## config.mk

```make
export PLATFORM = sky130hd
export DESIGN_NAME = srpg_table_mem
export DESIGN_NICKNAME = d
export VERILOG_FILES = /design/src/rtl/srpg_pkg.sv /design/src/rtl/srpg_table_mem.sv
export SDC_FILE = /design/constraint.sdc
export NUM_CORES = 2
export LEC_CHECK = 0
export BUFFER_PORTS_ARGS = -buffer_cell sky130_fd_sc_hd__buf_4
export CAP_MARGIN = 20
export CORE_MARGIN = 10
export CORE_UTILIZATION = 47
export DETAILED_ROUTE_END_ITERATION = 7
export SLEW_MARGIN = 20
export SYNTH_ARGS = -nofsm -noshare
export SYNTH_HDL_FRONTEND = slang
export SYNTH_SLANG_ARGS = --single-unit
```

## constraint.sdc

```tcl
create_clock -name clk -period 4.9 [get_ports clk]
set_input_delay 0.49 -clock clk [delete_from_list [all_inputs] [get_ports clk]]
set_output_delay 0.49 -clock clk [all_outputs]
set_load 0.01 [all_outputs]
```

## src/rtl/srpg_pkg.sv

```systemverilog
// Shared types and constants for the stepper ramp pulse generator.
// Used by every module of the block; depends on nothing else.
package srpg_pkg;

    localparam int RAMP_DEPTH_DEF = 256;
    localparam int STEP_BITS_DEF  = 24;

    localparam int ENTRIES_W  = 9;
    localparam int DIV_W      = 16;
    localparam int CFG_IDX_W  = 1;
    localparam int CFG_DATA_W = 16;

    localparam logic [ENTRIES_W-1:0] ENTRIES_RESET = 9'd256;
    localparam logic [DIV_W-1:0]     PERIOD_RESET  = 16'd1000;

    localparam logic [1:0] FUNC_TICK  = 2'd0;
    localparam logic [1:0] FUNC_START = 2'd1;
    localparam logic [1:0] FUNC_TABLE = 2'd2;

    localparam logic [CFG_IDX_W-1:0] REG_RAMP_ENTRIES    = 1'b0;
    localparam logic [CFG_IDX_W-1:0] REG_INITIAL_DIVISOR = 1'b1;

    typedef enum logic [3:0] {
        PH_INIT   = 4'b0001,
        PH_ACCEL  = 4'b0010,
        PH_CRUISE = 4'b0100,
        PH_DECEL  = 4'b1000
    } phase_t;

    typedef struct packed {
        logic [1:0]  func;
        logic [23:0] step_count;
        logic [15:0] target_divisor;
        logic        direction;
        logic [7:0]  table_index;
        logic [15:0] table_value;
    } in_item_t;

    typedef struct packed {
        logic        pulse_level;
        logic        dir_level;
        logic        driver_enable;
        logic        motion_done;
        logic [15:0] current_divisor;
    } out_item_t;

    typedef struct packed {
        logic       en;
        logic [7:0] index;
        logic [15:0] value;
    } tbl_wr_t;

    typedef struct packed {
        logic                 en;
        logic [ENTRIES_W-1:0] pos;
    } tbl_rd_t;

endpackage

```

## src/rtl/srpg_table_mem.sv

```systemverilog
// Ramp table memory with one write port, one registered read port and a
// clearing sweep after reset. Depends on srpg_pkg.
module srpg_table_mem
    import srpg_pkg::*;
#(
    parameter int RAMP_DEPTH = RAMP_DEPTH_DEF
)
(
    input  logic             clk,
    input  logic             rst_n,
    input  tbl_wr_t          wr,
    input  tbl_rd_t          rd,
    output logic [DIV_W-1:0] rd_data,
    output logic             ready
);

    localparam int AW = (RAMP_DEPTH > 1) ? $clog2(RAMP_DEPTH) : 1;
    localparam logic [AW-1:0] LAST = AW'(RAMP_DEPTH - 1);

    logic [DIV_W-1:0] mem [RAMP_DEPTH];
    logic [AW-1:0]    clr_reg;
    logic [AW-1:0]    clr_next;
    logic             ready_reg;
    logic             ready_next;
    logic [DIV_W-1:0] rd_data_reg;

    logic [AW+7:0]           wr_wide;
    logic [AW+ENTRIES_W-1:0] rd_wide;
    logic [AW-1:0]           wr_addr;
    logic [AW-1:0]           rd_addr;
    logic                    wr_ok;

    assign wr_wide = {{AW{1'b0}}, wr.index};
    assign rd_wide = {{AW{1'b0}}, rd.pos};
    assign wr_addr = wr_wide[AW-1:0];
    assign rd_addr = rd_wide[AW-1:0];
    assign wr_ok   = wr.en && (32'(wr.index) < 32'(RAMP_DEPTH));

    always_comb
    begin
        clr_next   = clr_reg;
        ready_next = ready_reg;
        if (!ready_reg)
        begin
            clr_next = clr_reg + AW'(1);
            if (clr_reg == LAST)
            begin
                ready_next = 1'b1;
            end
        end
    end

    always_ff @(posedge clk or negedge rst_n)
    begin
        if (!rst_n)
        begin
            clr_reg   <= '0;
            ready_reg <= 1'b0;
        end
        else
        begin
            clr_reg   <= clr_next;
            ready_reg <= ready_next;
        end
    end

    always_ff @(posedge clk)
    begin
        if (!ready_reg)
        begin
            mem[clr_reg] <= '0;
        end
        else if (wr_ok)
        begin
            mem[wr_addr] <= wr.value;
        end
        if (rd.en)
        begin
            rd_data_reg <= mem[rd_addr];
        end
    end

    assign rd_data = rd_data_reg;
    assign ready   = ready_reg;

endmodule

```

==> metrics.md <==
| Metric | Value |
|---|---|
| Outcome | `finished clean` |
| Min-Delay Path Class | `in -> reg` |
| Crit path cell chain | `buf_4, nand2_1, or3_1, o31ai_1, nand3_1, nor2_2` |
| Antenna-violating nets left | `0` |
| P_int | `56.7 mW` |
| Syn Std Cell Area | `159000 um^2` |
| Die W | `602 um` |
| Peak supply drop | `0.000305 V` |
| Max Cap Violations | `0` |
| FF/Latch Area | `124000 um^2` |
| Vias in the first global route | `79700` |
| Clock Power Share | `43.7%` |
| Minimum clock period | `4.03 ns` |
| Total negative setup slack | `0 ns` |
| WS Path Type | `reg -> reg` |
| Net Sw Frac | `20.7%` |
| Final worst slack | `0.873 ns` |
| CP Data Required Time | `5.49 ns` |
| Via-to-Cell Ratio | `6.23` |
| Count leader, synth | `edfxtp_1` |
| CTS H-tree lvls | `5` |
| Largest register FFs | `4096` |
| Switch Pwr | `14.8 mW` |
| Synthesized instance count | `7406` |
| Yosys warns | `0` |
| Placed cells | `12100` |
| Core Rows | `213` |
| Routability cong. | `0.917` |
| Synth async-reset ratio | `0.218%` |
| Crit-path max cell delay | `1.18 ns` |
| Clock buffer depth | `4` |
| Final Setup Violations | `0` |
| Post-Route WL | `434 mm` |
| Final Util | `53.9%` |
| Synth top area cells | `edfxtp_1 (78%), mux4_2 (12%), mux2i_1 (2.0%)` |
| Seq/Total Area, Yosys | `77.7%` |
| Critical path capture point type | `flip-flop` |
| Clock latency on the worst-skew pair | `0.98 ns` |
| Crit path buf inv count | `1` |
| Finished Layout Cells | `12900` |
| DR WL/cell | `33.7 um` |
| Clk sinks | `4121` |
| Share of layout cells above drive strength 1 | `27.0%` |
| Total chip power | `71.5 mW` |
| Clock Skews | `0.0554 ns` |
| Pwr per Cell Area | `393 nW/um^2` |
| Comb pwr share | `2.8%` |
| Starting Density | `47.2%` |
| Inserted Clock Buffers | `418` |
| Global-route wire length before repair | `611 mm` |
| Core area | `337000 um^2` |
| Clk slew on worst S/H paths | `0.06 ns` |
| # IOs | `54` |
| Kind of cell adding the most delay to the critical path | `simple AND/OR/NAND/NOR gates` |
| Net Count, Synth | `7444` |
| Total number of vias | `80200` |
| CTS tree | `yes` |
| Quantity of I/O buffers inserted on ports | `52` |
| Nets | `8044` |
| Post-synth EDFFs | `4112` |
| Pre-CTS setup slack | `0.442 ns` |
| Kind of start point of the critical path | `flip-flop` |
| Unrepaired setup endpoints after global routing | `false` |
| Drt pass-1 iters | `5` |
| Clock Tree Root | `clkbuf_16` |
| Placed Instance Area | `168000 um^2` |
| Die H | `602 um` |
| Initial antenna violation count | `29` |
| Synth Register Bits | `4121` |
| HPWL Detailed | `266 mm` |
| Area of the multi-input gates | `33400 um^2` |
| Syn_area_per_cell | `21.5 um^2` |
| Synth top area share | `77.5%` |
| Final routed DRC violation total | `0` |
| CP Max Fanout | `23` |
| Area leader, netlist | `edfxtp_1` |
| Hold Vio Cnt, Final | `0` |
| Count of different cell masters after synthesis | `70` |
| Overall routing resource usage | `23.4%` |
| Crit share post-route | `82.2%` |
| Slew @ Worst Pin | `1.20 ns` |
| Slowest CP cell | `nor2_2` |
| Synth-to-Final Area Change | `14.2%` |
| Detailed Route Iter0 Violations | `10500` |
| Hold Slack | `0.0935 ns` |
| DIE AREA | `363000 um^2` |
| Largest net degree at the start of global routing | `133` |
| # fillers | `25500` |
| Total gr overflow | `0` |
| Top FF cell, synth | `edfxtp_1` |
| Most frequent cells after synthesis | `edfxtp_1 (4112), mux4_2 (876), nor2_1 (367), mux2i_1 (314), clkbuf_1 (179)` |
| Number of gates resized after CTS | `0` |
| Critical Path AT | `4.61 ns` |
| P_leak | `47.2 nW` |
| Post-route cell area | `182000 um^2` |
| Final Max Tran Viols | `0` |
| FMAX | `248 MHz` |
| Sequential Power Share | `53.5%` |
| Slew HR | `20.0%` |
[final cells by class]
class / instances / share of cell area (%)
clock inverters: 260 / 1.38
diodes: 16 / 0.0220
well taps: 4515 / 3.11
flip-flops and latches: 4121 / 68.0
repair buffers: 629 / 3.14
inverters: 5 / 0.0151
clock buffers: 499 / 5.95
multi-input cells: 2831 / 18.3
[kinds of logic (layout without fill, tap and decap cells)]
| group | Yosys count | count (layout) | share of synthesized area (%) |
|---|---|---|---|
| and+or+nand+nor | 776 | 776 | 2.24 |
| DFF | 4121 | 4121 | 77.7 |
| other | 0 | 16 | 0 |
| adders and majority gates | 1 | 1 | 0.00785 |
| xor gates and xnor gates | 7 | 7 | 0.0385 |
| buffers and inverters | 454 | 1393 | 1.59 |
| AOI/OAI and AO/OA | 767 | 767 | 3.46 |
| muxes | 1280 | 1280 | 15.0 |
[per-layer routing]
layer	up-vias	global-route usage [%]	wire length, um
met4	4	7.92	16600
met3	696	4.37	36900
li1	32700	-	-
met1	43100	33.1	174000
met2	3784	36.9	206000
met5	-	0	27
[cell usage in the layout (no fill, tap or decap), types with 54 or more instances in the layout]
| master | synthesis | final |
|---|---|---|
| nor2_1 | 367 | 328 |
| clkinv_1 | 1 | 109 |
| clkbuf_16 | 0 | 421 |
| a22oi_1 | 113 | 113 |
| a22o_1 | 54 | 54 |
| edfxtp_1 | 4112 | 4112 |
| mux4_2 | 876 | 876 |
| buf_12 | 0 | 74 |
| mux2_2 | 90 | 90 |
| o221ai_1 | 106 | 106 |
| nor3_1 | 57 | 57 |
| o21ai_0 | 80 | 80 |
| nand2_1 | 136 | 135 |
| mux2i_1 | 314 | 314 |
| o22ai_1 | 93 | 93 |
| clkinv_2 | 0 | 71 |
| buf_4 | 50 | 546 |
| a221oi_1 | 77 | 77 |
| clkbuf_1 | 179 | 78 |
| a21oi_1 | 117 | 117 |
[power by group through the flow]
stage / combinational, mW / sequential, mW / clock, mW
global placement: 2.02 / 39.0 / 0
global route: 2.11 / 38.2 / 33.1
CTS: 2.04 / 38.2 / 31.7
detailed placement: 2.03 / 39.0 / 0
floorplan: 1.21 / 38.9 / 0
finish: 2.03 / 38.2 / 31.3
[timing repair]
action,CTS,global route
hold buffers,3,0
hold endpoints to repair,25,0
setup buffers,0,0
[worst paths after layout]
check                           start            to  slack (ns)  cells after the start
hold reg to reg            clr_reg[5]    clr_reg[5]        0.54                      1
max in group asynchronous       rst_n    clr_reg[5]        3.90                      3
min in group asynchronous       rst_n    clr_reg[0]        0.69                      3
hold / removal                 wr[11]  mem[146][11]        0.09                      2
setup / recovery                ready  mem[203][15]        0.87                      6
setup reg to reg                ready  mem[203][15]        0.87                      6
Note: power is estimated with default switching activity, not from simulation.
