<file path="config.mk">
export PLATFORM = sky130hd
export DESIGN_NAME = srpg_out_buf
export DESIGN_NICKNAME = d
export VERILOG_FILES = /design/src/rtl/srpg_pkg.sv /design/src/rtl/srpg_out_buf.sv
export SDC_FILE = /design/constraint.sdc
export NUM_CORES = 1
export LEC_CHECK = 0
export ABC_AREA = 1
export ABC_CLOCK_PERIOD_IN_PS = 1700
export BUFFER_PORTS_ARGS = -buffer_cell sky130_fd_sc_hd__buf_2
export CAP_MARGIN = 30
export CORE_MARGIN = 5
export CORE_UTILIZATION = 36
export DETAILED_ROUTE_END_ITERATION = 12
export GPL_TIMING_DRIVEN = 0
export SLEW_MARGIN = 20
export SYNTH_ARGS = -nofsm -noshare
export SYNTH_HDL_FRONTEND = slang
export SYNTH_SLANG_ARGS = --single-unit
export TNS_END_PERCENT = 1
</file>
<file path="constraint.sdc">
create_clock -name clk -period 1.7 [get_ports clk]
set_clock_uncertainty 0.15 [all_clocks]
set_input_delay 0.51 -clock clk [delete_from_list [all_inputs] [get_ports clk]]
set_output_delay 0.51 -clock clk [all_outputs]
set_load 0.01 [all_outputs]
</file>
<file path="src/rtl/srpg_pkg.sv">
// Shared types and constants for the stepper ramp pulse generator.
// Used by every module of the block; depends on nothing else.
package srpg_pkg;

    localparam int RAMP_DEPTH_DEF = 256;
    localparam int STEP_BITS_DEF  = 24;

    localparam int ENTRIES_W  = 9;
    localparam int DIV_W      = 16;
    localparam int CFG_IDX_W  = 1;
    localparam int CFG_DATA_W = 16;

    localparam logic [ENTRIES_W-1:0] ENTRIES_RESET = 9'd256;
    localparam logic [DIV_W-1:0]     PERIOD_RESET  = 16'd1000;

    localparam logic [1:0] FUNC_TICK  = 2'd0;
    localparam logic [1:0] FUNC_START = 2'd1;
    localparam logic [1:0] FUNC_TABLE = 2'd2;

    localparam logic [CFG_IDX_W-1:0] REG_RAMP_ENTRIES    = 1'b0;
    localparam logic [CFG_IDX_W-1:0] REG_INITIAL_DIVISOR = 1'b1;

    typedef enum logic [3:0] {
        PH_INIT   = 4'b0001,
        PH_ACCEL  = 4'b0010,
        PH_CRUISE = 4'b0100,
        PH_DECEL  = 4'b1000
    } phase_t;

    typedef struct packed {
        logic [1:0]  func;
        logic [23:0] step_count;
        logic [15:0] target_divisor;
        logic        direction;
        logic [7:0]  table_index;
        logic [15:0] table_value;
    } in_item_t;

    typedef struct packed {
        logic        pulse_level;
        logic        dir_level;
        logic        driver_enable;
        logic        motion_done;
        logic [15:0] current_divisor;
    } out_item_t;

    typedef struct packed {
        logic       en;
        logic [7:0] index;
        logic [15:0] value;
    } tbl_wr_t;

    typedef struct packed {
        logic                 en;
        logic [ENTRIES_W-1:0] pos;
    } tbl_rd_t;

endpackage

</file>
<file path="src/rtl/srpg_out_buf.sv">
// Two-entry result queue between the motion core and the output channel.
// Depends on srpg_pkg.
module srpg_out_buf
    import srpg_pkg::*;
(
    input  logic      clk,
    input  logic      rst_n,
    input  logic      push,
    input  out_item_t push_item,
    output logic      full,
    output logic      out_valid,
    input  logic      out_ready,
    output out_item_t out_item
);

    out_item_t  slot_reg [2];
    logic       wr_ptr_reg, wr_ptr_next;
    logic       rd_ptr_reg, rd_ptr_next;
    logic [1:0] cnt_reg, cnt_next;
    logic       pop;

    assign out_valid = cnt_reg != 2'd0;
    assign full      = cnt_reg == 2'd2;
    assign pop       = out_valid && out_ready;
    assign out_item  = slot_reg[rd_ptr_reg];

    always_comb
    begin
        wr_ptr_next = wr_ptr_reg;
        rd_ptr_next = rd_ptr_reg;
        cnt_next    = cnt_reg;
        if (push)
        begin
            wr_ptr_next = ~wr_ptr_reg;
        end
        if (pop)
        begin
            rd_ptr_next = ~rd_ptr_reg;
        end
        if (push && !pop)
        begin
            cnt_next = cnt_reg + 2'd1;
        end
        else if (pop && !push)
        begin
            cnt_next = cnt_reg - 2'd1;
        end
    end

    always_ff @(posedge clk or negedge rst_n)
    begin
        if (!rst_n)
        begin
            wr_ptr_reg <= 1'b0;
            rd_ptr_reg <= 1'b0;
            cnt_reg    <= 2'd0;
        end
        else
        begin
            wr_ptr_reg <= wr_ptr_next;
            rd_ptr_reg <= rd_ptr_next;
            cnt_reg    <= cnt_next;
        end
    end

    always_ff @(posedge clk)
    begin
        if (push)
        begin
            slot_reg[wr_ptr_reg] <= push_item;
        end
    end

endmodule

</file>
==> results.tsv, run 1 <==
metric	value	unit
CP max-delay cell	dfrtp_2	
number of port buffers	45	
DRT antenna net count	0	
WL/cell	13.7	µm
dpl cells	230	
share of the synthesized area in the top cell type	71.5	%
Sink Count	44	
synthesized flop and latch total	44	
worst path cell trace	clkinv_4 > buf_6 > nand2_1 > nand2_1 > buf_2	
Critical Setup Path Class	flop to output pin	
biggest area consumer among synthesized cells	edfxtp_1	
Final HPWL DP	2270	µm
H-Tree Depth	2	
failing checks	negative setup slack	
CTS max path bufs	2	
Post-route DRC	0	
CP dominant cell by count	nand2_1	
total CTS buffers	5	
row cnt	24	
full die area	6130	µm²
Die Wd	78.3	µm
CP Launch Type	flop	
Pre-Repair DR Iteration Count	4	
slew at the pin with the worst max-slew slack	0.821	ns
aggregate global routing overflow	0	
core footprint	4440	µm²
Util after Layout	49.3	%
Min-Delay Path Class	input port to flop	
Post-Syn Nets	157	
post-route clock period utilization	109	%
Clock Latency Late Sink	0.29	ns
IO Pins	46	
cell count after synthesis	132	
largest net degree at the start of global routing	21	
# Max-Cap Violations	0	
Worst-path clk slew	0.08	ns
WP buf/inv	3	
Final #Nets	214	
diode count	0	
P per Cell Area	1650	nW/µm²
Peak VDD IR	0.782	mV
initial core utilization	37.8	%
Fillers	393	
fin crit period	1.85	ns
via/cell ratio	4.53	
post-synth cell types	14	
vias in the first global route	1204	
GP Congestion	0.744	
max reg flops	40	
status	complete, but fails checks	
die height	78.3	µm
Area growth, synth to finish	30.4	%
sequential area share after synthesis	77.4	%
commonest non-fill, non-tap cells in the layout	nand2_1, edfxtp_1, buf_2	
global-route usage over all layers	11.3	%
first-pass GRT wire length	5270	µm
placed instance area	1980	µm²
Max stage delay on crit path	0.42	ns
CTS tree	built	
Worst setup EP type	output pin	
Tot Pwr	3610	µW
Setup Viol. Count Final	20	
drt total wl	3310	µm
ranking of synthesized cells by area	edfxtp_1, nand2_1, dfrtp_1	
Hold Fails Final Rpt	0	
synthesized area	1680	µm²
Synth Warn #	0	
fmax	542	MHz
CP Max Fanout	5	
final cell count without fillers	242	
Critical Path RT	1.04	ns
Slew HR	45.2	%
crit path DAT	1.19	ns
unrepaired setup endpoints after global routing	yes	
syn avg cell area	12.7	µm²
Detailed Route Iter0 Violations	58	
share of cells above drive strength 1	41.1	%
Final WS setup	-0.146	ns
root buffer cell	clkbuf_8	
initial antenna violation count	0	
Leak	0.000967	µW
Min Hold Slack	0.253	ns
pins over their slew limit	0	
cell family with most CP delay	flip-flops	
most common cell after layout, fill and taps aside	nand2_1	
fin area	2190	µm²
via count	1096	
[stage by stage]
step	setup TNS, ns	setup WS (ns)
after CTS	-3.57	-0.194
after detailed placement	-5.34	-0.181
after floorplan	0	0.0893
after global placement	-8.89	-0.319
final	-2.56	-0.146
after global routing	-4.41	-0.232
[logic make-up (layout without fill, tap and decap cells)]
kind of cell	Yosys count	count (layout)	share of synthesized area (%)
flops	44	44	77.4
xor+xnor	2	2	1.04
simple gates	74	74	17.0
fa+ha+maj	1	1	0.744
buf+inv	11	69	3.80
[Yosys cell counts]
master    number
nand2_1       68
edfxtp_1      40
inv_1          5
dfrtp_1        4
buf_4          2
buf_6          2
inv_2          2
nand3_1        2
nor2_1         2
ha_1           1
nand2_2        1
nand4_1        1
xnor2_1        1
xor2_1         1
[area by class of cell]
type	instances	area [µm²]	area share [%]
Inverter	7	31.3	1.43
Clock inverter	3	18.8	0.857
Tap cell	52	65.1	2.97
Sequential cell	44	1300	59.5
Clock buffer	5	68.8	3.14
Buffer	4	37.5	1.71
Timing Repair Buffer	50	314	14.3
Multi-Input combinational cell	77	353	16.1
[report_power, final]
group	switching, µW	internal (µW)
sequential	102	1450
combinational	824	618
clock	333	283
total	1260	2350
[per-layer routing]
layer	GRT usage, %	vias up	share of wire, %
li1	-	547	-
met2	19.9	41	50
met4	3.85	0	1.7
met1	11.9	501	40
met5	0	-	0
met3	5.49	7	8.5
[what timing repair did]
| action | in CTS | in global routing |
|---|---|---|
| setup endpoints to repair | 20 | 22 |
| pin swaps | 1 | 3 |
| gates cloned | 2 | 0 |
| hold endpoints to repair | 4 | 0 |
| buffers inserted | 0 | 1 |
| hold buffers | 1 | 0 |
| resized for setup | 9 | 18 |
[final timing paths]
check | from | to | slack, ns | cells after the start
min in group asynchronous | rst_n | wr_ptr_reg | 0.40 | 2
worst max register to register | wr_ptr_reg | slot_reg[0][7] | 0.10 | 2
worst max-delay path | rd_ptr_reg | out_item[16] | -0.15 | 5
worst min register to register | wr_ptr_reg | wr_ptr_reg | 0.37 | 1
worst min-delay path | push_item[12] | slot_reg[0][12] | 0.25 | 1
max in group asynchronous | rst_n | rd_ptr_reg | 0.87 | 2
No activity file was read; power rests on OpenSTA's default activity.
==> run 2, diff against run 1 <==
--- a/config.mk
+++ b/config.mk
@@ -9,10 +9,13 @@
 export ABC_CLOCK_PERIOD_IN_PS = 1700
 export BUFFER_PORTS_ARGS = -buffer_cell sky130_fd_sc_hd__buf_2
 export CAP_MARGIN = 30
+export CELL_PAD_IN_SITES_DETAIL_PLACEMENT = 0
+export CELL_PAD_IN_SITES_GLOBAL_PLACEMENT = 2
 export CORE_MARGIN = 5
-export CORE_UTILIZATION = 36
+export CORE_UTILIZATION = 30
 export DETAILED_ROUTE_END_ITERATION = 12
 export GPL_TIMING_DRIVEN = 0
+export PLACE_DENSITY_LB_ADDON = 0.1
 export SLEW_MARGIN = 20
 export SYNTH_ARGS = -nofsm -noshare
 export SYNTH_HDL_FRONTEND = slang
==> results.tsv, run 2 (synthesized netlist as in run 1, its figures left out) <==
metric	value	unit	change
Critical Path RT	1.04	ns	about the same
initial antenna violation count	0		unchanged
Worst setup EP type	output pin		
CP Launch Type	flop		
H-Tree Depth	2		unchanged
initial core utilization	30.7	%	-7.1 points
Worst-path clk slew	0.08	ns	about the same
CTS tree	built		
Tot Pwr	3600	µW	-0.47%
largest net degree at the start of global routing	21		unchanged
commonest non-fill, non-tap cells in the layout	nand2_1, buf_2, edfxtp_1		
DRT antenna net count	0		unchanged
Final #Nets	214		unchanged
worst path cell trace	clkinv_4 > clkbuf_16 > nand2_2 > nand2_1 > buf_2		
drt total wl	3420	µm	+3.4%
failing checks	negative setup slack		
diode count	0		unchanged
Critical Setup Path Class	flop to output pin		
Area growth, synth to finish	31.9	%	
Pre-Repair DR Iteration Count	4		unchanged
GP Congestion	0.616		-17%
row cnt	27		+13%
Hold Fails Final Rpt	0		unchanged
number of port buffers	45		unchanged
Fillers	542		+38%
total CTS buffers	5		unchanged
busiest layer in global routing	met2		
global-route usage over all layers	9.52	%	-1.8 points
max reg flops	40		unchanged
Max stage delay on crit path	0.42	ns	about the same
die height	84.8	µm	+8.3%
reg2reg start	wr_ptr_reg		
via/cell ratio	4.17		-8.0%
full die area	7200	µm²	+17%
Sink Count	44		unchanged
critical hold path startpoint	push_item[3]		
CP max-delay cell	dfrtp_2		
Clock Latency Late Sink	0.28	ns	about the same
root buffer cell	clkbuf_8		
crit path DAT	1.20	ns	about the same
area of the multi-input gates	353	µm²	unchanged
Leak	0.000970	µW	+0.37%
share of cells above drive strength 1	41.6	%	+0.53 points
final cell count without fillers	262		+8.3%
status	complete, but fails checks		
pins over their slew limit	0		unchanged
CTS max path bufs	2		unchanged
aggregate global routing overflow	0		unchanged
WP buf/inv	3		unchanged
unrepaired setup endpoints after global routing	yes		
core footprint	5470	µm²	+23%
# Max-Cap Violations	0		unchanged
Slew HR	58.5	%	+13 points
Min-Delay Path Class	input port to flop		
slew at the pin with the worst max-slew slack	0.622	ns	-0.199 ns
fmax	537	MHz	-0.90%
Post-route DRC	0		unchanged
sequential cell area	1300	µm²	unchanged
post-route clock period utilization	110	%	+0.98 points
first-pass GRT wire length	5210	µm	-1.2%
WL/cell	13.0	µm	-4.5%
Die Wd	84.8	µm	+8.3%
IO Pins	46		unchanged
Final HPWL DP	2310	µm	+1.6%
CP Max Fanout	5		unchanged
Peak VDD IR	0.725	mV	-7.4%
GR Util met1	10.4	%	-1.5 points
beginning of the critical path	rd_ptr_reg		
M2 GR Usage	16.4	%	-3.4 points
dpl cells	250		+8.7%
vias in the first global route	1114		-7.5%
DP Worst Slack	-0.211	ns	-0.0309 ns
Final WS setup	-0.163	ns	-0.0167 ns
Detailed Route Iter0 Violations	42		-28%
P per Cell Area	1620	nW/µm²	-1.6%
met3 Usage GRT	4.47	%	-1.0 points
Setup Viol. Count Final	20		unchanged
cell family with most CP delay	flip-flops		
most common cell after layout, fill and taps aside	nand2_1		
fin crit period	1.86	ns	+0.0167 ns
via count	1092		-0.36%
## run 2: worst paths after layout
check                                  to  slack [ns]  cells after the start
setup reg to reg           slot_reg[0][8]        0.10                      2
setup / recovery             out_item[18]       -0.16                      5
hold / removal             slot_reg[1][3]        0.25                      1
hold reg to reg                cnt_reg[1]        0.35                      2
max in group asynchronous      rd_ptr_reg        0.86                      2
min in group asynchronous      cnt_reg[0]        0.41                      2
## run 2: cell type report
type	count	area share [%]
Tap cell	72	4.06
Sequential cell	44	58.7
Buffer	4	2.03
Clock inverter	3	0.621
Inverter	7	1.58
Clock buffer	5	3.10
Multi-Input combinational cell	77	15.9
Timing Repair Buffer	50	13.9
## run 2: routing by layer
layer | vias to the layer above | wire [µm]
met4 | 0 | 20
met2 | 27 | 1770
met5 | - | 0
li1 | 547 | -
met3 | 2 | 205
met1 | 516 | 1420
## run 2: timing repair
action,in CTS,in global routing
setup endpoints to repair,20,42
pin swaps,0,2
setup buffers,0,1
gates resized for setup,1,24
cloned,0,2
hold buffers,1,0
endpoints found under the hold margin,4,0
## run 2: through the flow
stage	setup TNS (ns)	cell area (µm²)	hold slack (ns)	util, %
5_1_grt	-4.24	2220	0.236	40.5
6_report	-2.90	2220	0.254	40.5
3_3_place_gp	-11.67	2000	0.172	36.5
2_1_floorplan	0	1680	0.0644	-
4_1_cts	-3.21	2110	0.243	38.6
3_5_place_dp	-6.82	2010	0.177	36.8
## run 2: report_power, final
| part | total (µW) | switching [µW] | leakage, µW | internal (µW) |
|---|---|---|---|---|
| combinational | 1430 | 814 | 0.000503 | 620 |
| clock | 606 | 327 | 0.0000453 | 279 |
| sequential | 1550 | 103 | 0.000422 | 1450 |
| total | 3600 | 1240 | 0.000970 | 2350 |
## run 2: worst register-to-register path, cell delays in order (launching register included)
cell	delay (ns)
dfrtp_1	0.41
nor2_2	0.52
buf_8	0.23
