===== config.mk =====
export PLATFORM = sky130hd
export DESIGN_NAME = srpg_motion_core
export DESIGN_NICKNAME = d
export VERILOG_FILES = /design/src/rtl/srpg_pkg.sv /design/src/rtl/srpg_motion_core.sv
export SDC_FILE = /design/constraint.sdc
export NUM_CORES = 1
export LEC_CHECK = 0
export ABC_AREA = 1
export BUFFER_PORTS_ARGS = -buffer_cell sky130_fd_sc_hd__buf_2
export CORE_ASPECT_RATIO = 0.7
export CORE_MARGIN = 4
export CORE_UTILIZATION = 55
export DETAILED_ROUTE_END_ITERATION = 8
export GPL_TIMING_DRIVEN = 0
export PLACE_DENSITY = 0.75
export SLEW_MARGIN = 20
export SYNTH_ARGS = -nofsm -noshare
export SYNTH_HDL_FRONTEND = slang
export SYNTH_SLANG_ARGS = --single-unit

===== constraint.sdc =====
create_clock -name clk -period 12.4 [get_ports clk]
set_input_delay 1.24 -clock clk [delete_from_list [all_inputs] [get_ports clk]]
set_output_delay 1.24 -clock clk [all_outputs]
set_load 0.01 [all_outputs]

===== src/rtl/srpg_pkg.sv =====
// Shared types and constants for the stepper ramp pulse generator.
// Used by every module of the block; depends on nothing else.
package srpg_pkg;

    localparam int RAMP_DEPTH_DEF = 256;
    localparam int STEP_BITS_DEF  = 24;

    localparam int ENTRIES_W  = 9;
    localparam int DIV_W      = 16;
    localparam int CFG_IDX_W  = 1;
    localparam int CFG_DATA_W = 16;

    localparam logic [ENTRIES_W-1:0] ENTRIES_RESET = 9'd256;
    localparam logic [DIV_W-1:0]     PERIOD_RESET  = 16'd1000;

    localparam logic [1:0] FUNC_TICK  = 2'd0;
    localparam logic [1:0] FUNC_START = 2'd1;
    localparam logic [1:0] FUNC_TABLE = 2'd2;

    localparam logic [CFG_IDX_W-1:0] REG_RAMP_ENTRIES    = 1'b0;
    localparam logic [CFG_IDX_W-1:0] REG_INITIAL_DIVISOR = 1'b1;

    typedef enum logic [3:0] {
        PH_INIT   = 4'b0001,
        PH_ACCEL  = 4'b0010,
        PH_CRUISE = 4'b0100,
        PH_DECEL  = 4'b1000
    } phase_t;

    typedef struct packed {
        logic [1:0]  func;
        logic [23:0] step_count;
        logic [15:0] target_divisor;
        logic        direction;
        logic [7:0]  table_index;
        logic [15:0] table_value;
    } in_item_t;

    typedef struct packed {
        logic        pulse_level;
        logic        dir_level;
        logic        driver_enable;
        logic        motion_done;
        logic [15:0] current_divisor;
    } out_item_t;

    typedef struct packed {
        logic       en;
        logic [7:0] index;
        logic [15:0] value;
    } tbl_wr_t;

    typedef struct packed {
        logic                 en;
        logic [ENTRIES_W-1:0] pos;
    } tbl_rd_t;

endpackage


===== src/rtl/srpg_motion_core.sv =====
// Motion state, tick counter and ramp phase machine. Issues one table read per
// accepted item and updates the state when the data returns. Depends on srpg_pkg.
module srpg_motion_core
    import srpg_pkg::*;
#(
    parameter int RAMP_DEPTH = RAMP_DEPTH_DEF,
    parameter int STEP_BITS  = STEP_BITS_DEF
)
(
    input  logic                  clk,
    input  logic                  rst_n,
    input  logic                  cfg_we,
    input  logic [CFG_IDX_W-1:0]  cfg_index,
    input  logic [CFG_DATA_W-1:0] cfg_data,
    input  logic                  in_valid,
    output logic                  in_ready,
    input  in_item_t              in_item,
    input  logic                  tbl_ready,
    input  logic                  buf_full,
    output tbl_wr_t               tbl_wr,
    output tbl_rd_t               tbl_rd,
    input  logic [DIV_W-1:0]      rd_data,
    output logic                  push,
    output out_item_t             push_item
);

    localparam int CMPW = (STEP_BITS > ENTRIES_W + 1) ? STEP_BITS : ENTRIES_W + 1;
    localparam int ECAP = (RAMP_DEPTH > (1 << ENTRIES_W) - 1) ? (1 << ENTRIES_W) - 1
                                                              : RAMP_DEPTH;
    localparam logic [ENTRIES_W-1:0] ENTRY_CAP = ENTRIES_W'(ECAP);

    logic                 busy_reg, busy_next;
    in_item_t             item_reg;
    logic [ENTRIES_W-1:0] entries_reg, entries_next;
    logic [DIV_W-1:0]     period_reg, period_next;
    logic [DIV_W-1:0]     tick_reg, tick_next;
    logic [DIV_W-1:0]     rdiv_reg, rdiv_next;
    phase_t               phase_reg, phase_next;
    logic [ENTRIES_W-1:0] pos_reg, pos_next;
    logic [ENTRIES_W-1:0] limit_reg, limit_next;
    logic [STEP_BITS-1:0] steps_reg, steps_next;
    logic [DIV_W-1:0]     cruise_reg, cruise_next;
    logic                 restart_reg, restart_next;
    logic                 pen_reg, pen_next;
    logic                 done_reg, done_next;
    logic                 pin_pulse_reg, pin_pulse_next;
    logic                 pin_dir_reg, pin_dir_next;
    logic                 pin_en_reg, pin_en_next;

    logic                 accept;
    logic                 accel_go;
    logic [ENTRIES_W-1:0] rd_pos;

    assign in_ready = tbl_ready && !busy_reg && !buf_full;
    assign accept   = in_valid && in_ready;
    assign accel_go = (cruise_reg < rdiv_reg) && (pos_reg < limit_reg);

    always_comb
    begin
        priority if (restart_reg || phase_reg == PH_INIT)
        begin
            rd_pos = '0;
        end
        else if (phase_reg == PH_ACCEL && accel_go)
        begin
            rd_pos = pos_reg;
        end
        else if (pos_reg != '0)
        begin
            rd_pos = pos_reg - ENTRIES_W'(1);
        end
        else
        begin
            rd_pos = '0;
        end
    end

    assign tbl_rd.en    = accept;
    assign tbl_rd.pos   = rd_pos;
    assign tbl_wr.en    = busy_reg && item_reg.func == FUNC_TABLE;
    assign tbl_wr.index = item_reg.table_index;
    assign tbl_wr.value = item_reg.table_value;

    always_comb
    begin
        logic [DIV_W-1:0]     tick_inc;
        logic [DIV_W:0]       count17;
        logic [DIV_W:0]       period17;
        logic [DIV_W:0]       half;
        logic [ENTRIES_W-1:0] entries;
        logic [CMPW-1:0]      steps_w;
        logic [CMPW-1:0]      half_steps;
        logic [CMPW-1:0]      pos_w;
        logic                 fin;
        phase_t               ph;

        busy_next      = busy_reg;
        entries_next   = entries_reg;
        period_next    = period_reg;
        tick_next      = tick_reg;
        rdiv_next      = rdiv_reg;
        phase_next     = phase_reg;
        pos_next       = pos_reg;
        limit_next     = limit_reg;
        steps_next     = steps_reg;
        cruise_next    = cruise_reg;
        restart_next   = restart_reg;
        pen_next       = pen_reg;
        done_next      = done_reg;
        pin_pulse_next = pin_pulse_reg;
        pin_dir_next   = pin_dir_reg;
        pin_en_next    = pin_en_reg;

        tick_inc   = tick_reg + DIV_W'(1);
        count17    = {tick_inc == '0, tick_inc};
        period17   = {period_reg == '0, period_reg};
        half       = period17 >> 1;
        entries    = (32'(entries_reg) > 32'(RAMP_DEPTH)) ? ENTRY_CAP : entries_reg;
        steps_w    = '0;
        half_steps = '0;
        pos_w      = '0;
        fin        = 1'b0;
        ph         = phase_reg;

        if (accept)
        begin
            busy_next = 1'b1;
        end
        else if (busy_reg)
        begin
            busy_next = 1'b0;
        end

        if (busy_reg)
        begin
            unique case (item_reg.func)
                FUNC_TICK:
                begin
                    if (pen_reg && count17 <= half)
                    begin
                        pin_pulse_next = 1'b0;
                        tick_next      = tick_inc;
                    end
                    else
                    begin
                        if (pen_reg)
                        begin
                            pin_pulse_next = 1'b1;
                        end
                        if (tick_inc == period_reg)
                        begin
                            tick_next = '0;
                            if (restart_reg)
                            begin
                                pos_next     = '0;
                                ph           = PH_INIT;
                                restart_next = 1'b0;
                            end
                            if (ph == PH_INIT)
                            begin
                                steps_w    = CMPW'(steps_next);
                                half_steps = steps_w >> 1;
                                if (steps_w > CMPW'({entries, 1'b0}))
                                begin
                                    limit_next = entries;
                                end
                                else
                                begin
                                    limit_next = half_steps[ENTRIES_W-1:0];
                                end
                                pos_next  = '0;
                                rdiv_next = rd_data;
                                ph        = PH_ACCEL;
                                if (steps_next != '0)
                                begin
                                    pen_next = 1'b1;
                                end
                            end
                            if (ph == PH_ACCEL)
                            begin
                                if (cruise_next < rdiv_next && pos_next < limit_next)
                                begin
                                    rdiv_next  = rd_data;
                                    steps_next = steps_next - STEP_BITS'(1);
                                    pos_next   = pos_next + ENTRIES_W'(1);
                                    fin        = 1'b1;
                                end
                                else
                                begin
                                    ph = PH_CRUISE;
                                end
                            end
                            if (!fin && ph == PH_CRUISE)
                            begin
                                steps_w = CMPW'(steps_next);
                                pos_w   = CMPW'(pos_next);
                                if (steps_w > pos_w)
                                begin
                                    steps_next = steps_next - STEP_BITS'(1);
                                    fin        = 1'b1;
                                end
                                else
                                begin
                                    ph = PH_DECEL;
                                end
                            end
                            if (!fin && ph == PH_DECEL)
                            begin
                                if (steps_next != '0)
                                begin
                                    steps_next = steps_next - STEP_BITS'(1);
                                    if (pos_next != '0)
                                    begin
                                        pos_next = pos_next - ENTRIES_W'(1);
                                    end
                                    rdiv_next = rd_data;
                                end
                                else
                                begin
                                    done_next = 1'b1;
                                    pen_next  = 1'b0;
                                end
                            end
                            phase_next  = ph;
                            period_next = rdiv_next;
                        end
                        else
                        begin
                            tick_next = tick_inc;
                        end
                    end
                end
                FUNC_START:
                begin
                    steps_next   = STEP_BITS'(item_reg.step_count);
                    cruise_next  = item_reg.target_divisor;
                    pin_dir_next = item_reg.direction;
                    pin_en_next  = 1'b1;
                    done_next    = 1'b0;
                    restart_next = 1'b1;
                end
                default:
                begin
                end
            endcase
        end

        if (cfg_we)
        begin
            unique case (cfg_index)
                REG_RAMP_ENTRIES:    entries_next = cfg_data[ENTRIES_W-1:0];
                REG_INITIAL_DIVISOR: period_next  = cfg_data[DIV_W-1:0];
            endcase
        end
    end

    assign push                      = busy_reg;
    assign push_item.pulse_level     = pin_pulse_next;
    assign push_item.dir_level       = pin_dir_next;
    assign push_item.driver_enable   = pin_en_next;
    assign push_item.motion_done     = done_next;
    assign push_item.current_divisor = period_next;

    always_ff @(posedge clk or negedge rst_n)
    begin
        if (!rst_n)
        begin
            busy_reg      <= 1'b0;
            entries_reg   <= ENTRIES_RESET;
            period_reg    <= PERIOD_RESET;
            tick_reg      <= '0;
            rdiv_reg      <= '0;
            phase_reg     <= PH_INIT;
            pos_reg       <= '0;
            limit_reg     <= '0;
            steps_reg     <= '0;
            cruise_reg    <= '0;
            restart_reg   <= 1'b0;
            pen_reg       <= 1'b0;
            done_reg      <= 1'b0;
            pin_pulse_reg <= 1'b1;
            pin_dir_reg   <= 1'b0;
            pin_en_reg    <= 1'b0;
        end
        else
        begin
            busy_reg      <= busy_next;
            entries_reg   <= entries_next;
            period_reg    <= period_next;
            tick_reg      <= tick_next;
            rdiv_reg      <= rdiv_next;
            phase_reg     <= phase_next;
            pos_reg       <= pos_next;
            limit_reg     <= limit_next;
            steps_reg     <= steps_next;
            cruise_reg    <= cruise_next;
            restart_reg   <= restart_next;
            pen_reg       <= pen_next;
            done_reg      <= done_next;
            pin_pulse_reg <= pin_pulse_next;
            pin_dir_reg   <= pin_dir_next;
            pin_en_reg    <= pin_en_next;
        end
    end

    always_ff @(posedge clk)
    begin
        if (accept)
        begin
            item_reg <= in_item;
        end
    end

endmodule


==> results_dict.tcl, run 1 <==
set metrics [dict create \
    outcome "finished, final reports clean" \
    synth_commonest_cells "nand2_1, nor2_1, inv_1, nand3_1, dfrtp_1" \
    gp_congestion 1.00 \
    num-nets-final 2546 \
    drc 0 \
    ys_ff_latch 193 \
    holdPathStages 2 \
    rr_worst_depth 42 \
    timing.final.crit_share_pct 92.8 \
    drive_above_1_share_pct 15.5 \
    worst-path-stages 43 \
    finalSetupTns_ns 0 \
    drt-vias-per-instance 5.77 \
    avgSynthCellArea_um2 6.99 \
    drt-total-wl_um 53100 \
    postCtsHoldBufs 0 \
    p_clk_share_pct 26.2 \
    p_int_mw 1.26 \
    syn-cell-area_mm2 0.0151 \
    overflow 0 \
    crit_path_max_fanout 10 \
    htree_levels 4 \
    arrival_ns 10.27 \
    path_class "reg2out" \
    insertion_delay_ns 0.47 \
    cts_tree "done" \
    power_frac_comb_pct 39.1 \
    yosysMostFrequentCell "nand2_1" \
    grt_pass1_wl_um 81100 \
    largest_reg_flops 43 \
    drt_first_pass_iters 8 \
    root_buffer "clkbuf_16" \
    first_global_vias 14300 \
    crit_family "simple AND/OR/NAND/NOR gates" \
    drv_slew 0 \
    n_antenna_cell 0 \
    wl_per_cell_um 19.4 \
    start_kind "flop" \
    cts.clk_slew.worst_paths_ns 0.09 \
    multi_input_area_mm2 0.00850 \
    p_seq_share_pct 34.6 \
    synthToLayoutAreaGrowth_pct 13.2 \
    max_slew.worst_pin.slew_ns 0.832 \
    p_total_mw 2.24 \
    fp.dieW_um 206 \
    cts-buffers-inserted 17 \
    fmax_mhz 86.9 \
    die_h_um 147 \
    dp_hpwl_um 42600 \
    cap_violations 0 \
    initial_utilization_pct 56.3 \
    ys_types 54 \
    async_flop_share_pct 65.3 \
    clock-sinks 193 \
    finalCriticalPeriod_ns 11.51 \
    synthTopCellsByArea "dfrtp_1, nand2_1, edfxtp_1, ha_1, nor2_1" \
    antenna_found_initial 1 \
    hp-class "reg2reg" \
    io_buffers 162 \
    power_density_mw_per_mm2 131 \
    critPathCaptureType "output port" \
    clock_path_buffers 2 \
    final_hold_viol_count 0 \
    p_sw_share_pct 43.6 \
    cp_num_buf_inv 13 \
    synth_top_cell_by_area "dfrtp_1" \
    syn_nets 2358 \
    postRouteAntennaNets 0 \
    netlist.area_leader.share_pct 19.3 \
    required_ns 11.16 \
    yosysWarnings 0 \
    synthFlopType "dfrtp_1" \
    p_switching_mw 0.976 \
    grt_max_degree 69 \
    rows 50 \
    drt-initial-drc-count 1985 \
    ioPinCount 163 \
    finalSetupViolCount 0 \
    final_area_mm2 0.0171 \
    synth_edf_count 67 \
    post_cts_buffers 0 \
    maxSlewHeadroom_pct 44.3 \
    crit_path_top_delay_cell "clkbuf_1" \
    postLayoutCoreUtil_pct 63.7 \
    rsz0062_at_grt "false" \
    synthCells 2167 \
    p_leak_nw 8.35 \
    slowest_delay_ns 0.47 \
    ff_latch_area_mm2 0.00518 \
    dpl-instance-area_mm2 0.0165 \
    n_fill_cell 2517 \
    grt_use_total_pct 34.7 \
    dieArea_mm2 0.0303 \
    seq_area_frac_synth_pct 34.2 \
    vias 15800 \
    ir_worst_vdd_mv 0.110 \
    finalClockSkew_ns 0.0173 \
    core_area_mm2 0.0269 \
]
logic make-up after synthesis:
family / after synthesis / synth area share [%]
buf+inv: 338 / 9.74
compound gates: 259 / 9.32
fa+ha+maj: 85 / 7.03
flops: 193 / 34.2
simple gates: 1228 / 35.9
mux: 6 / 0.446
xor+xnor: 58 / 3.36
power by group through the flow:
stage / clock [mW] / combinational, mW / sequential (mW)
global route: 0.619 / 0.962 / 0.777
detailed placement: 0 / 0.836 / 0.782
CTS: 0.591 / 0.842 / 0.769
global placement: 0 / 0.818 / 0.783
finish: 0.587 / 0.876 / 0.775
floorplan: 0 / 0.583 / 0.758
layer usage:
| metal | track usage, % | part of all wire [%] | routed length (µm) | up-vias |
|---|---|---|---|---|
| li1 | - | - | - | 7448 |
| met1 | 54.6 | 45 | 24100 | 7348 |
| met2 | 43.9 | 37 | 19800 | 891 |
| met5 | 0 | 0.030 | 16 | - |
| met3 | 14.6 | 16 | 8400 | 72 |
| met4 | 6.75 | 1.5 | 821 | 2 |
area by class of cell:
cell class              instances  share of cell area, %
clock inverters                15                   1.18
plain buffers                 101                   3.41
inverters                     237                   5.19
well taps                     364                   2.66
repair buffers                169                   5.24
clock buffers                  17                   2.48
multi-input cells            1636                   49.6
flip-flops and latches        193                   30.2
final timing paths:
path	from	endpoint	slack, ns
worst max-delay path	restart_reg	push_item[5]	0.89
worst min-delay path	item_reg[32]	cruise_reg[7]	0.45
worst max register to register	restart_reg	period_reg[5]	2.69
worst min register to register	item_reg[32]	cruise_reg[7]	0.45
max in group asynchronous	rst_n	phase_reg[0]	10.95
min in group asynchronous	rst_n	tick_reg[2]	0.71
worst register-to-register path: cells and delay by family, from the launching register on:
kind            cells  cell delay [ns]
simple gates       18             3.58
buf+inv            12             2.72
compound gates      9             1.88
fa+ha+maj           2             0.75
flops               1             0.34
xor+xnor            1             0.31
placed cells by master, fill, tap and decap left out, types with 3 or more instances in the layout:
cell type / count
clkbuf_1: 45
inv_12: 3
nand2_2: 20
clkinv_1: 4
clkinv_8: 6
xor2_1: 52
buf_2: 169
o21ai_0: 95
o21ai_2: 3
buf_6: 11
inv_2: 12
dfrtp_1: 117
dfstp_2: 9
nor4_1: 16
nand3_2: 9
buf_4: 37
a21oi_1: 86
xnor2_1: 6
nor2_1: 249
o21ai_1: 37
a21oi_2: 3
nor2_2: 17
ha_1: 85
or2_2: 20
nand3b_1: 19
o211ai_1: 15
mux2_2: 6
nand3_1: 184
nand4_1: 45
buf_1: 6
inv_1: 221
nor2_4: 4
nor3_1: 27
edfxtp_1: 67
nand2_1: 605
clkbuf_16: 17
nand2_4: 5
metrics by stage:
stage	instances	worst slack, ns	hold WS (ns)
detailed placement	2700	1.39	0.432
global placement	2693	1.57	0.430
floorplan	2167	4.01	0.425
finish	2732	0.895	0.448
CTS	2732	0.812	0.450
global route	2732	0.148	0.473
what timing repair did:
action                     in CTS  in global routing
resized for setup               0                  2
hold endpoints to repair        0                  0
setup endpoints to repair       0                 17
Power figures use the tool's default switching activity.
==> inputs of run 2 (changes only) <==
Settings changed: BUFFER_PORTS_ARGS -buffer_cell sky130_fd_sc_hd__buf_2 to -buffer_cell sky130_fd_sc_hd__buf_4.
==> results_dict.tcl, run 2 (same netlist as run 1, synthesis figures left out) <==
set metrics [dict create \
    finalCriticalPeriod_ns 11.77 \
    clock_path_buffers 2 \
    hp-start "item_reg[40]" \
    first_global_vias 14500 \
    postRouteAntennaNets 0 \
    initial_utilization_pct 56.3 \
    num-nets-final 2546 \
    fmax_mhz 85.0 \
    min_to "cruise_reg[15]" \
    finalClockSkew_ns 0.0178 \
    largest_reg_flops 43 \
    cts-buffers-inserted 17 \
    die_h_um 147 \
    drc 0 \
    required_ns 11.16 \
    postCtsHoldBufs 0 \
    rows 50 \
    arrival_ns 10.53 \
    power_density_mw_per_mm2 129 \
    layout_common_cells "nand2_1, nor2_1, inv_1, buf_4, nand3_1" \
    final_common_cell "nand2_1" \
    rr_worst_depth 47 \
    core_area_mm2 0.0269 \
    drt-vias-per-instance 5.78 \
    max_slew.worst_pin.slew_ns 0.933 \
    drv_slew 0 \
    maxSlewHeadroom_pct 37.5 \
    outcome "finished, final reports clean" \
    whs_ns 0.436 \
    cap_violations 0 \
    postLayoutCoreUtil_pct 65.2 \
    r2r_end "period_reg[5]" \
    insertion_delay_ns 0.47 \
    dieArea_mm2 0.0303 \
    dp_hpwl_um 42900 \
    slowest_delay_ns 0.42 \
    io_buffers 162 \
    antenna_found_initial 0 \
    start_kind "flop" \
    holdPathStages 2 \
    htree_levels 4 \
    rsz0062_at_grt "false" \
    overflow 0 \
    cts.clk_slew.worst_paths_ns 0.08 \
    p_total_mw 2.26 \
    drive_above_1_share_pct 15.5 \
    fp.dieW_um 206 \
    timing.final.crit_share_pct 94.9 \
    hp-class "reg2reg" \
    finalSetupViolCount 0 \
    grt_pass1_wl_um 81900 \
    grt_use_total_pct 34.9 \
    crit_path_top_delay_cell "ha_1" \
    vias 15800 \
    final_hold_viol_count 0 \
    gp_congestion 1.02 \
    post_cts_resized 0 \
    synthToLayoutAreaGrowth_pct 15.8 \
    p_leak_nw 8.50 \
    r2r-start "entries_reg[4]" \
    critPathCaptureType "output port" \
    root_buffer "clkbuf_16" \
    wl_per_cell_um 19.5 \
    ir_worst_vdd_mv 0.0926 \
    clock-sinks 193 \
    cts_tree "done" \
    drt_first_pass_iters 6 \
    ioPinCount 163 \
    grt_max_degree 75 \
    crit_path_frequent_cell "nand2_1" \
    drt-total-wl_um 53300 \
    n_antenna_cell 0 \
    path_class "reg2out" \
    crit_path_max_fanout 10 \
    cp-startpoint "entries_reg[4]" \
    post_cts_buffers 0 \
    rrSetupSlack_ns 2.41 \
    drt-initial-drc-count 2226 \
    finalSetupTns_ns 0 \
]
[run 2: changes by cell type in the layout (fill, tap and decap cells not counted), sizes merged]
cell / previous run / this run
inv: 240 / 239
bufinv: 0 / 1
clkinv: 10 / 11
clkinvlp: 2 / 1
[run 2: worst max path at each step]
stage	depth (start not counted)	to
floorplan	52	push_item[16]
global placement	51	push_item[8]
detailed placement	48	push_item[6]
CTS	48	push_item[6]
global route	48	push_item[6]
finish	48	push_item[5]
[run 2: layer usage]
metal	GRT usage (%)	up-vias	part of all wire (%)
met5	0	-	0
met4	6.05	0	1.0
met3	11.3	50	15
met2	46.0	871	38
met1	55.6	7411	45
li1	-	7451	-
[run 2: through the flow]
stage	std cells	setup slack (ns)	cell area, µm²
floorplan	2167	4.01	15100
global placement	2693	1.69	16800
detailed placement	2700	1.35	16900
CTS	2732	0.746	17500
global route	2732	0.0995	17500
finish	2732	0.632	17500
[run 2: power breakdown]
part           internal [mW]  switching (mW)
Combinational          0.291           0.601
Sequential             0.710          0.0643
Clock                  0.295           0.298
[run 2: worst max-delay path, delay by kind of cell (launching register included)]
family,cells,cell delay (ns)
adders and majority gates,3,1.08
xor gates and xnor gates,1,0.30
and+or+nand+nor,24,4.62
AOI/OAI and AO/OA,10,1.97
buffers and inverters,10,1.66
DFF,1,0.40
[run 2: cell type report]
cell class              count  area [µm²]
clock buffers              17         425
fillers                  2378        9370
inverters                 237         890
multi-input cells        1636        8500
plain buffers             101         584
flip-flops and latches    193        5180
clock inverters            15         209
repair buffers            169        1300
well taps                 364         455
